[config.mk]
export PLATFORM = sky130hd
export DESIGN_NAME = humidity_sensor_frame_checker_unit
export DESIGN_NICKNAME = d
export VERILOG_FILES = /design/src/hw/rtl/hsfc_pkg.sv /design/src/hw/rtl/humidity_sensor_frame_checker_unit.sv /design/src/hw/rtl/hsfc_front.sv /design/src/hw/rtl/hsfc_queue.sv /design/src/hw/rtl/hsfc_back.sv
export SDC_FILE = /design/constraint.sdc
export NUM_CORES = 1
export LEC_CHECK = 0
export ABC_AREA = 1
export BUFFER_PORTS_ARGS = -buffer_cell sky130_fd_sc_hd__buf_4
export CORE_MARGIN = 4
export CORE_UTILIZATION = 64
export DETAILED_ROUTE_END_ITERATION = 7
export GPL_ROUTABILITY_DRIVEN = 0
export GPL_TIMING_DRIVEN = 0
export PLACE_DENSITY = 0.79
export SLEW_MARGIN = 20
export SYNTH_ARGS = -nofsm -noshare
export SYNTH_HDL_FRONTEND = slang
export SYNTH_HIERARCHICAL = 1
export SYNTH_SLANG_ARGS = --single-unit
[constraint.sdc]
create_clock -name clk -period 5.55 [get_ports clk]
set_input_delay 1.11 -clock clk [delete_from_list [all_inputs] [get_ports clk]]
set_output_delay 1.11 -clock clk [all_outputs]
set_load 0.02 [all_outputs]
[src/hw/rtl/hsfc_pkg.sv]
`default_nettype none

package hsfc_pkg;

	// CRC-8 as the sensor uses it: polynomial 0x31, seed 0xFF, MSB first, no final XOR.
	localparam logic [7:0] CRC_POLY = 8'h31;
	localparam logic [7:0] CRC_INIT = 8'hFF;

	// Temperature is scaled by 1750/65535 and offset by 450, humidity by 100/65535.
	localparam logic [10:0] TEMP_SCALE  = 11'd1750;
	localparam logic [11:0] TEMP_OFFSET = 12'd450;
	localparam logic [6:0]  HUM_SCALE   = 7'd100;

	localparam int HSFC_QUEUE_DEPTH = 2;

	// Position of the next byte within a frame.
	typedef enum logic [2:0] {
		POS_HI0   = 3'd0,
		POS_LO0   = 3'd1,
		POS_CRC0  = 3'd2,
		POS_HI1   = 3'd3,
		POS_LO1   = 3'd4,
		POS_CRC1  = 3'd5,
		POS_IDLE  = 3'd7
	} hsfc_pos_t;

	typedef enum logic {
		MODE_MEAS   = 1'b0,
		MODE_STATUS = 1'b1
	} hsfc_mode_t;

	typedef struct packed {
		logic [7:0] data_byte;
		logic       mode;
		logic       frame_start;
	} hsfc_in_t;

	typedef struct packed {
		logic              result_code;
		logic [15:0]       status_word;
		logic signed [11:0] temperature;
		logic [6:0]        humidity;
	} hsfc_out_t;

	// A finished frame as passed from the byte checker to the conversion stage.
	typedef struct packed {
		logic        fail;
		logic        mode;
		logic [15:0] word_a;
		logic [15:0] word_b;
	} hsfc_frame_t;

	function automatic logic [7:0] crc_byte(input logic [7:0] crc, input logic [7:0] b);
		logic [7:0] c;
		c = crc ^ b;
		for (int i = 0; i < 8; i++) begin
			if (c[7]) begin
				c = {c[6:0], 1'b0} ^ CRC_POLY;
			end else begin
				c = {c[6:0], 1'b0};
			end
		end
		return c;
	endfunction

endpackage

`default_nettype wire

[src/hw/rtl/humidity_sensor_frame_checker_unit.sv]
// Humidity sensor frame checker. Requests carry one byte of the sensor's reply each, and the
// block takes one request per clock cycle. A frame opens with frame_start, which also latches
// mode: a status frame is three bytes (word high, word low, CRC) and a measurement frame is six
// (two such words). Every word is checked against its CRC-8 byte (polynomial 0x31, seed 0xFF,
// MSB first). On the last byte of a frame one result leaves: result_code 1 on any mismatch with
// all other fields zero, otherwise the status word, or temperature in tenths of a degree and
// relative humidity in whole percent. The result passes through the frame queue and then a
// two-stage conversion pipeline (scaled products, then the finished result) before it appears
// on the output; bytes keep flowing in while results wait, and the input stalls only when the
// two-entry frame queue in front of the conversion pipeline is full.
`default_nettype none

module humidity_sensor_frame_checker_unit
	import hsfc_pkg::*;
#(
	parameter int QUEUE_DEPTH = HSFC_QUEUE_DEPTH
) (
	input  wire logic      clk,
	input  wire logic      arst_n,
	input  wire logic      in_valid,
	output logic           in_ready,
	input  wire hsfc_in_t  in_req,
	output logic           out_valid,
	input  wire logic      out_ready,
	output hsfc_out_t      out_res
);

	// Finished frames travel from the byte checker to the conversion pipeline.
	logic        push_valid;
	hsfc_frame_t push_data;
	logic        queue_full;
	logic        pop_valid;
	logic        pop_ready;
	hsfc_frame_t pop_data;

	// The front end runs the CRC and assembles words, one byte per cycle while the queue has room.
	hsfc_front u_front (
		.clk        (clk),
		.arst_n     (arst_n),
		.in_valid   (in_valid),
		.in_ready   (in_ready),
		.in_req     (in_req),
		.push_valid (push_valid),
		.push_data  (push_data),
		.queue_full (queue_full)
	);

	// The queue lets the front end run on while the output side is held up.
	hsfc_queue #(
		.DEPTH (QUEUE_DEPTH)
	) u_queue (
		.clk        (clk),
		.arst_n     (arst_n),
		.push_valid (push_valid),
		.push_data  (push_data),
		.full       (queue_full),
		.pop_valid  (pop_valid),
		.pop_ready  (pop_ready),
		.pop_data   (pop_data)
	);

	// The back end scales the words and divides by 65535 without a divider.
	hsfc_back u_back (
		.clk         (clk),
		.arst_n      (arst_n),
		.frame_valid (pop_valid),
		.frame_ready (pop_ready),
		.frame_data  (pop_data),
		.out_valid   (out_valid),
		.out_ready   (out_ready),
		.out_res     (out_res)
	);

endmodule

`default_nettype wire

[src/hw/rtl/hsfc_front.sv]
`default_nettype none

module hsfc_front
	import hsfc_pkg::*;
(
	input  wire logic        clk,
	input  wire logic        arst_n,
	input  wire logic        in_valid,
	output logic             in_ready,
	input  wire hsfc_in_t    in_req,
	output logic             push_valid,
	output hsfc_frame_t      push_data,
	input  wire logic        queue_full
);

	hsfc_pos_t   pos_q;
	logic [7:0]  crc_q;
	logic [15:0] word_q;
	logic [15:0] first_q;
	logic        mode_q;
	logic        fail_q;

	hsfc_pos_t   pos_d;
	logic [7:0]  crc_d;
	logic [15:0] word_d;
	logic [15:0] first_d;
	logic        mode_d;
	logic        fail_d;

	hsfc_pos_t   pos_cur;
	logic        fail_cur;
	logic        mode_cur;
	logic [7:0]  crc_cur;
	logic        fail_chk;
	hsfc_pos_t   pos_last;
	logic        accept;

	assign in_ready = !queue_full;
	assign accept   = in_valid && in_ready;

	always_comb begin
		// A frame start restarts the frame before the byte is looked at.
		pos_cur  = in_req.frame_start ? POS_HI0 : pos_q;
		crc_cur  = in_req.frame_start ? CRC_INIT : crc_q;
		fail_cur = in_req.frame_start ? 1'b0 : fail_q;
		mode_cur = in_req.frame_start ? in_req.mode : mode_q;
		pos_last = (mode_cur == MODE_STATUS) ? POS_CRC0 : POS_CRC1;
		fail_chk = fail_cur || (crc_cur != in_req.data_byte);

		pos_d      = pos_cur;
		crc_d      = crc_cur;
		word_d     = word_q;
		first_d    = first_q;
		mode_d     = mode_cur;
		fail_d     = fail_cur;
		push_valid = 1'b0;
		push_data  = '{fail: fail_chk, mode: mode_cur,
			word_a: (pos_cur == POS_CRC0) ? word_q : first_q, word_b: word_q};

		case (pos_cur)
			POS_HI0, POS_HI1: begin
				crc_d  = crc_byte(crc_cur, in_req.data_byte);
				word_d = {in_req.data_byte, 8'h00};
				pos_d  = hsfc_pos_t'(pos_cur + 3'd1);
			end
			POS_LO0, POS_LO1: begin
				crc_d  = crc_byte(crc_cur, in_req.data_byte);
				word_d = {word_q[15:8], in_req.data_byte};
				pos_d  = hsfc_pos_t'(pos_cur + 3'd1);
			end
			POS_CRC0, POS_CRC1: begin
				fail_d = fail_chk;
				crc_d  = CRC_INIT;
				if (pos_cur == POS_CRC0) begin
					first_d = word_q;
				end
				if (pos_cur == pos_last) begin
					pos_d      = POS_IDLE;
					push_valid = accept;
				end else begin
					pos_d = hsfc_pos_t'(pos_cur + 3'd1);
				end
			end
			default: begin
			end
		endcase
	end

	always_ff @(posedge clk or negedge arst_n) begin
		if (!arst_n) begin
			pos_q   <= POS_HI0;
			crc_q   <= CRC_INIT;
			word_q  <= '0;
			first_q <= '0;
			mode_q  <= MODE_MEAS;
			fail_q  <= 1'b0;
		end else if (accept) begin
			pos_q   <= pos_d;
			crc_q   <= crc_d;
			word_q  <= word_d;
			first_q <= first_d;
			mode_q  <= mode_d;
			fail_q  <= fail_d;
		end
	end

endmodule

`default_nettype wire

[src/hw/rtl/hsfc_queue.sv]
`default_nettype none

module hsfc_queue
	import hsfc_pkg::*;
#(
	parameter int DEPTH = HSFC_QUEUE_DEPTH
) (
	input  wire logic        clk,
	input  wire logic        arst_n,
	input  wire logic        push_valid,
	input  wire hsfc_frame_t push_data,
	output logic             full,
	output logic             pop_valid,
	input  wire logic        pop_ready,
	output hsfc_frame_t      pop_data
);

	localparam int PTR_W = $clog2(DEPTH);
	localparam int CNT_W = $clog2(DEPTH + 1);

	hsfc_frame_t      entry_q [DEPTH];
	logic [PTR_W-1:0] wr_ptr_q;
	logic [PTR_W-1:0] rd_ptr_q;
	logic [CNT_W-1:0] count_q;
	logic             do_push;
	logic             do_pop;

	assign full      = (count_q == CNT_W'(DEPTH));
	assign pop_valid = (count_q != '0);
	assign pop_data  = entry_q[rd_ptr_q];
	assign do_push   = push_valid && !full;
	assign do_pop    = pop_valid && pop_ready;

	always_ff @(posedge clk) begin
		if (do_push) begin
			entry_q[wr_ptr_q] <= push_data;
		end
	end

	always_ff @(posedge clk or negedge arst_n) begin
		if (!arst_n) begin
			wr_ptr_q <= '0;
			rd_ptr_q <= '0;
			count_q  <= '0;
		end else begin
			if (do_push) begin
				wr_ptr_q <= (wr_ptr_q == PTR_W'(DEPTH - 1)) ? '0 : wr_ptr_q + 1'b1;
			end
			if (do_pop) begin
				rd_ptr_q <= (rd_ptr_q == PTR_W'(DEPTH - 1)) ? '0 : rd_ptr_q + 1'b1;
			end
			if (do_push && !do_pop) begin
				count_q <= count_q + 1'b1;
			end else if (do_pop && !do_push) begin
				count_q <= count_q - 1'b1;
			end
		end
	end

endmodule

`default_nettype wire

[src/hw/rtl/hsfc_back.sv]
`default_nettype none

module hsfc_back
	import hsfc_pkg::*;
(
	input  wire logic        clk,
	input  wire logic        arst_n,
	input  wire logic        frame_valid,
	output logic             frame_ready,
	input  wire hsfc_frame_t frame_data,
	output logic             out_valid,
	input  wire logic        out_ready,
	output hsfc_out_t        out_res
);

	// Stage one holds the scaled products, stage two the finished result.
	logic        valid_s1;
	logic        fail_s1;
	logic        mode_s1;
	logic [15:0] status_s1;
	logic [26:0] prod_t_s1;
	logic [22:0] prod_h_s1;

	logic        valid_q;
	hsfc_out_t   res_q;

	logic        load_out;
	logic        load_s1;
	logic [27:0] sum_t;
	logic [23:0] sum_h;
	logic [10:0] quot_t;
	logic [6:0]  quot_h;
	hsfc_out_t   res_d;

	assign load_out    = !valid_q || out_ready;
	assign load_s1     = !valid_s1 || load_out;
	assign frame_ready = load_s1;
	assign out_valid   = valid_q;
	assign out_res     = res_q;

	// Division by 65535 for a dividend below 2^32 - 1: (x + (x >> 16) + 1) >> 16.
	always_comb begin
		sum_t  = 28'(prod_t_s1) + 28'(prod_t_s1[26:16]) + 28'd1;
		sum_h  = 24'(prod_h_s1) + 24'(prod_h_s1[22:16]) + 24'd1;
		quot_t = sum_t[26:16];
		quot_h = sum_h[22:16];

		res_d = '{result_code: fail_s1, status_word: '0, temperature: '0, humidity: '0};
		if (!fail_s1) begin
			if (mode_s1 == MODE_STATUS) begin
				res_d.status_word = status_s1;
			end else begin
				res_d.temperature = $signed(12'(quot_t) - TEMP_OFFSET);
				res_d.humidity    = quot_h;
			end
		end
	end

	always_ff @(posedge clk) begin
		if (load_s1) begin
			fail_s1   <= frame_data.fail;
			mode_s1   <= frame_data.mode;
			status_s1 <= frame_data.word_a;
			prod_t_s1 <= 27'(frame_data.word_a) * 27'(TEMP_SCALE);
			prod_h_s1 <= 23'(frame_data.word_b) * 23'(HUM_SCALE);
		end
		if (load_out) begin
			res_q <= res_d;
		end
	end

	always_ff @(posedge clk or negedge arst_n) begin
		if (!arst_n) begin
			valid_s1 <= 1'b0;
			valid_q  <= 1'b0;
		end else begin
			if (load_s1) begin
				valid_s1 <= frame_valid;
			end
			if (load_out) begin
				valid_q <= valid_s1;
			end
		end
	end

endmodule

`default_nettype wire

== Yosys cells after proc, flatten, opt, wreduce, memory -nomap -nowiden ==
Memories as Yosys holds them, arrays and structs flattened.
Index checks and enable logic that the tools add are counted.

* Register bits after elaboration: 152
* Memory bits (writable): 68
* Input bits: 14
* Logic and storage cells: 134
* Memories kept: 1

* $add $sub $neg: 10
* Multiply operators: 2
* Equal/unequal tests: 8
* Muxes and demuxes: 48
* Bitwise operators: 18
* Reduce and logical (&&, ||, !) cells: 26

{| class="wikitable"
|+ Memory list
! memory !! words !! width !! read ports !! clocked after Yosys merged registers in !! wr ports !! RTL line !! RTL
|-
| u_queue.entry_q || 2 || 34 || 1 || 0 || 1 || hsfc_queue.sv:21 || <nowiki>hsfc_frame_t entry_q [DEPTH];</nowiki>
|}

{| class="wikitable"
|+ Operators by type and width
! operator !! number
|-
| 8-bit two-way mux || 15
|-
| 6-bit two-way mux || 15
|-
| 3-bit NOT || 15
|-
| 16-bit one-hot mux with 2 select lines || 1
|-
| 27-bit by 1-bit adder with 27-bit output (second input constant) || 1
|-
| 27-bit by 11-bit adder with 27-bit output || 1
|-
| 16-bit by 10-bit multiplier with 26-bit output (second input constant) || 1
|-
| 8-bit one-hot mux with 3 select lines || 1
|-
| 23-bit by 1-bit adder with 23-bit output (second input constant) || 1
|-
| 23-bit by 7-bit adder with 23-bit output || 1
|-
| 16-bit by 5-bit multiplier with 21-bit output (second input constant) || 1
|-
| 16-bit two-way mux || 1
|-
| 11-bit by 9-bit subtractor with 12-bit output (second input constant) || 1
|-
| 2-bit OR reduction || 5
|-
| 1-bit two-way mux || 9
|-
| 3-bit two-way mux || 3
|-
| 8-bit inequality test || 1
|-
| 8-bit XOR || 1
|-
| 3-bit by 2-bit == test with 1-bit output (second input constant) || 2
|-
| 3-bit == test (second input constant) || 2
|-
| 3-bit one-hot mux with 2 select lines || 1
|-
| 2-bit nonzero test || 3
|-
| 1-bit logical AND || 5
|-
| 1-bit logical NOT || 5
|-
| 14 further kinds || 20
|}

== Logic depth before layout (Yosys ltp) ==
* Depth in word-level cells: 26
* Gate-level depth with buffers: 25
* Mapped depth without buffers: 23

== Cells and area by module ==
Netlist, hierarchy kept.

{| class="wikitable"
|+ Modules (own cells, without submodules)
! module !! instances !! cells an instance !! area each (µm²) !! seq. area each (µm²)
|-
| hsfc_back || 1 || 1160 || 10217.3 || 3052.9
|-
| hsfc_queue || 1 || 209 || 2775.2 || 2142.1
|-
| hsfc_front || 1 || 353 || 2683.8 || 1136.1
|}

== Least setup slack after synthesis ==
No wires, ideal clock.

* Kind: register -> register
* From: register u_queue.rd_ptr_q
* To: register u_back.prod_t_s1[21], data pin
* Setup time: 259 ps
* Data arrival time: 4537 ps
* Required time: 5291 ps
* Slack: 754 ps
* Cell stages (with the launch flop): 24
* Path buffers: 2
* Period minus slack after synthesis: 4796 ps
* Path through: dfrtp_1 > buf_6 > buf_4 > nand2_1 > nand2_1 > ha_1 > xor2_1 > ha_1 > or2_2 > fa_1 > fa_1 > inv_1 > fa_1 > inv_1 > ha_1 > nand2_1 > nor2_1 > inv_1 > nor3_1 > a21oi_1 > o21ai_0 > nand2_1 > nand2_1 > xor2_1

{| class="wikitable"
|+ RTL lines
! item !! RTL line !! RTL
|-
| start: declaration || hsfc_queue.sv:23 || <nowiki>logic [PTR_W-1:0] rd_ptr_q;</nowiki>
|-
| start signal: assignment || hsfc_queue.sv:50 || <nowiki>rd_ptr_q <= (rd_ptr_q == PTR_W'(DEPTH - 1)) ? '0 : rd_ptr_q + 1'b1;</nowiki>
|-
| end signal: assignment || hsfc_back.sv:64 || <nowiki>prod_t_s1 <= 27'(frame_data.word_a) * 27'(TEMP_SCALE);</nowiki>
|-
| end: declaration || hsfc_back.sv:21 || <nowiki>logic [26:0] prod_t_s1;</nowiki>
|}

==> results.toml <==
[yosys]
ys_seq_area_share_pct = 40.4
syn_avg_cell_area_um2 = 9.10
postSynthCellCount = 1722
synthTopCellsByCount = "nand2_1 (406), inv_1 (319), ha_1 (169)"
yosysTopAreaCell = "edfxtp_1"
yosysTopAreaCellShare_pct = 32.2
syn-num-nets = 1971
ys_types = 54
synth-edff-count = 168
synth.cell_area_um2 = 15700
ys_seq_elements = 219
synthTopCellsByArea = "edfxtp_1 (32%), ha_1 (13%), nand2_1 (9.7%)"
async_flop_share_pct = 23.3
yosysWarnings = 6
ys.flop_type = "edfxtp_1"
yosysMostFrequentCell = "nand2_1"

[sta]
fin_crit_ns = 5.26
hold_viol = 0
fmax_mhz = 190
tightestPinTransition_ns = 0.760
rsz0062_at_grt = "yes"
skew_ns = 0.0217
slew_viol_final = 0
setup_viol = 0
slew_headroom_pct = 49.3
fin_crit_sh_pct = 94.8

[die]
die_area_um2 = 27100
fp.dieW_um = 165
die_y_um = 165
coreArea_um2 = 24200
start_util_pct = 64.8
ioPinCount = 52
rows = 57

[drt]
drt_iter0_drc = 803
drc = 0
vias = 11500
routed_wl_um = 32400
drtAntennaViolNets = 0
viasPerCell = 5.38
wl_per_cell_um = 15.1
dr.pass1.iters = 5

[clock_network]
cts_tree = "built"
clockBufferDepth = 3
ctsHoldBuffers = 0
cts-root-buf = "clkbuf_16"
cts_made_buffers = 24
htree_num_levels = 1
clock_latency_ns = 0.53
cts.sinks = 219
clk_pin_slew_ns = 0.06

[setup_path]
worstPathMaxFanout = 10
rr_startpoint = "u_queue/rd_ptr_q"
crit_required_ns = 5.81
reg2regPathDepth = 23
cp-end-kind = "register"
crit_chain = "buf_6, buf_4, nand2_1, nand2_2, ha_1, xor2_1, ha_1, or2_2, fa_1, fa_1, inv_1, fa_1, inv_1, ha_2, nand2_1, nand2_1, a31oi_1, nand2_1, a21oi_1, o21ai_2, nand2_1, nand2_1, xor2_2"
cpPeakStageDelay_ns = 0.55
r2r_slack_ns = 0.29
cpMostUsedCell = "nand2_1"
startpoint = "u_queue/rd_ptr_q"
crit_arrival_ns = 5.53
crit_path_start_kind = "register"
crit_type = "reg2reg"
timing.rr.end = "u_back/prod_t_s1[21]"
worstSetupEndpoint = "u_back/prod_t_s1[21]"
cp_slowest_cell = "fa_1"

[cells_and_area]
design_area_um2 = 17500
area_growth_pct = 11.7
nets = 2050
diodes = 0
fillerInstances = 1716
drive_gt1_share_pct = 11.4

[placement]
dpl_cell_area_um2 = 16500
portBuffers = 50
dp_hpwl_um = 25100

[global_route]
track_usage_pct = 24.4
grt_pass1_wl_um = 53700
antenna_found_initial = 0
gr-total-overflow = 0
grt_pass1_vias = 11600
grt_max_degree = 56

[worst_hold_path]
hold_class = "reg2reg"

[flow_run]
drv_cap = 0

[run_status]
status = "complete, no violations"
==> what timing repair did <==
action,CTS,global route
resized for setup,0,20
setup buffers,0,0
endpoints found under the setup margin,0,6
==> area by class of cell <==
type / count / area, µm² / share of cell area (%)
Multi-Input combinational cell: 1153 / 8010 / 45.7
Sequential cell: 219 / 6330 / 36.1
Inverter: 328 / 1240 / 7.07
Clock buffer: 27 / 676 / 3.86
Timing Repair Buffer: 53 / 443 / 2.53
Tap cell: 324 / 405 / 2.31
Clock inverter: 17 / 236 / 1.35
Buffer: 22 / 174 / 0.993
==> kinds of logic after synthesis <==
kind of cell / after synthesis / synth area share [%]
AO/OA/AOI/OAI: 180 / 6.23
XOR/XNOR: 61 / 3.58
adder cells (fa/ha/maj): 235 / 21.9
buffers and inverters: 350 / 9.01
flip-flops: 219 / 40.4
multiplexers: 1 / 0.0718
AND/OR/NAND/NOR: 676 / 18.8
==> metal layers <==
| metal | part of all wire [%] | up-vias | global-route usage, % | routed length (µm) |
|---|---|---|---|---|
| met5 | 0 | - | 0 | 0 |
| met4 | 2.8 | 0 | 7.64 | 906 |
| met3 | 5.7 | 70 | 2.89 | 1850 |
| met2 | 48 | 347 | 42.6 | 15600 |
| met1 | 43 | 5417 | 32.2 | 14000 |
| li1 | - | 5701 | - | - |
==> critical path: cells and delay by family (launching register included) <==
kind	cells	cell delay, ns
AOI/OAI and AO/OA	3	0.60
buffers and inverters	4	0.44
DFF	1	0.37
xor gates and xnor gates	2	0.37
adders and majority gates	6	2.30
and+or+nand+nor	8	0.90
==> worst min-delay path by stage <==
stage	to	from	cells past startpoint	slack (ns)
finish	u_queue/entry_q[1][1]	u_front/word_q[1]	0	0.47
global route	u_queue/entry_q[1][6]	u_front/word_q[6]	0	0.49
CTS	u_queue/entry_q[1][1]	u_front/word_q[1]	0	0.47
detailed placement	u_queue/entry_q[1][1]	u_front/word_q[1]	0	0.45
global placement	u_back/out_valid	u_back/valid_s1	2	0.45
floorplan	u_back/out_valid	u_back/valid_s1	2	0.44
==> registers in the layout (all words and copies together) (netlist names) <==
register	flops
u_front/word_q	16
u_back/fail_s1	1
u_front/mode_q	1
u_queue/count_q	2
u_front/first_q	16
u_back/out_valid	1
u_back/mode_s1	1
u_queue/wr_ptr_q	1
u_back/valid_s1	1
u_back/prod_h_s1	21
u_front/pos_q	3
u_front/crc_q	8
u_front/fail_q	1
u_queue/entry_q	68
u_queue/rd_ptr_q	1
u_back/prod_t_s1	25
u_back/status_s1	16
u_back/out_res	36
==> layout by cell type, fill, tap and decap left out, types with 5 or more instances in the layout <==
cell type	n
nand4_1	16
nand2_2	43
dfstp_2	8
xnor2_1	12
inv_2	8
buf_6	5
nand2_1	392
nor2_1	105
inv_1	318
o21bai_1	5
o21ai_1	9
edfxtp_1	168
clkbuf_16	27
nand3b_1	5
buf_4	56
xor2_1	46
o21ai_0	62
clkbuf_1	6
nand3_1	67
nor3_1	13
dfrtp_1	43
nor2_2	5
a21o_1	5
a21oi_1	79
fa_1	66
ha_1	166
nor2_4	12
==> through the flow <==
step	util (%)	setup WS, ns	std cells	TNS (ns)	hold slack [ns]
finish	72.4	0.287	2143	0	0.470
global route	72.4	-0.0134	2143	-0.0189	0.492
CTS	72.2	0.0274	2143	0	0.469
detailed placement	68.4	0.108	2099	0	0.454
global placement	68.1	0.181	2096	0	0.445
floorplan	-	0.754	1722	0	0.435
Power is not shown: default switching activity piles up to over one toggle a cycle in this logic, so the estimate is an artifact.
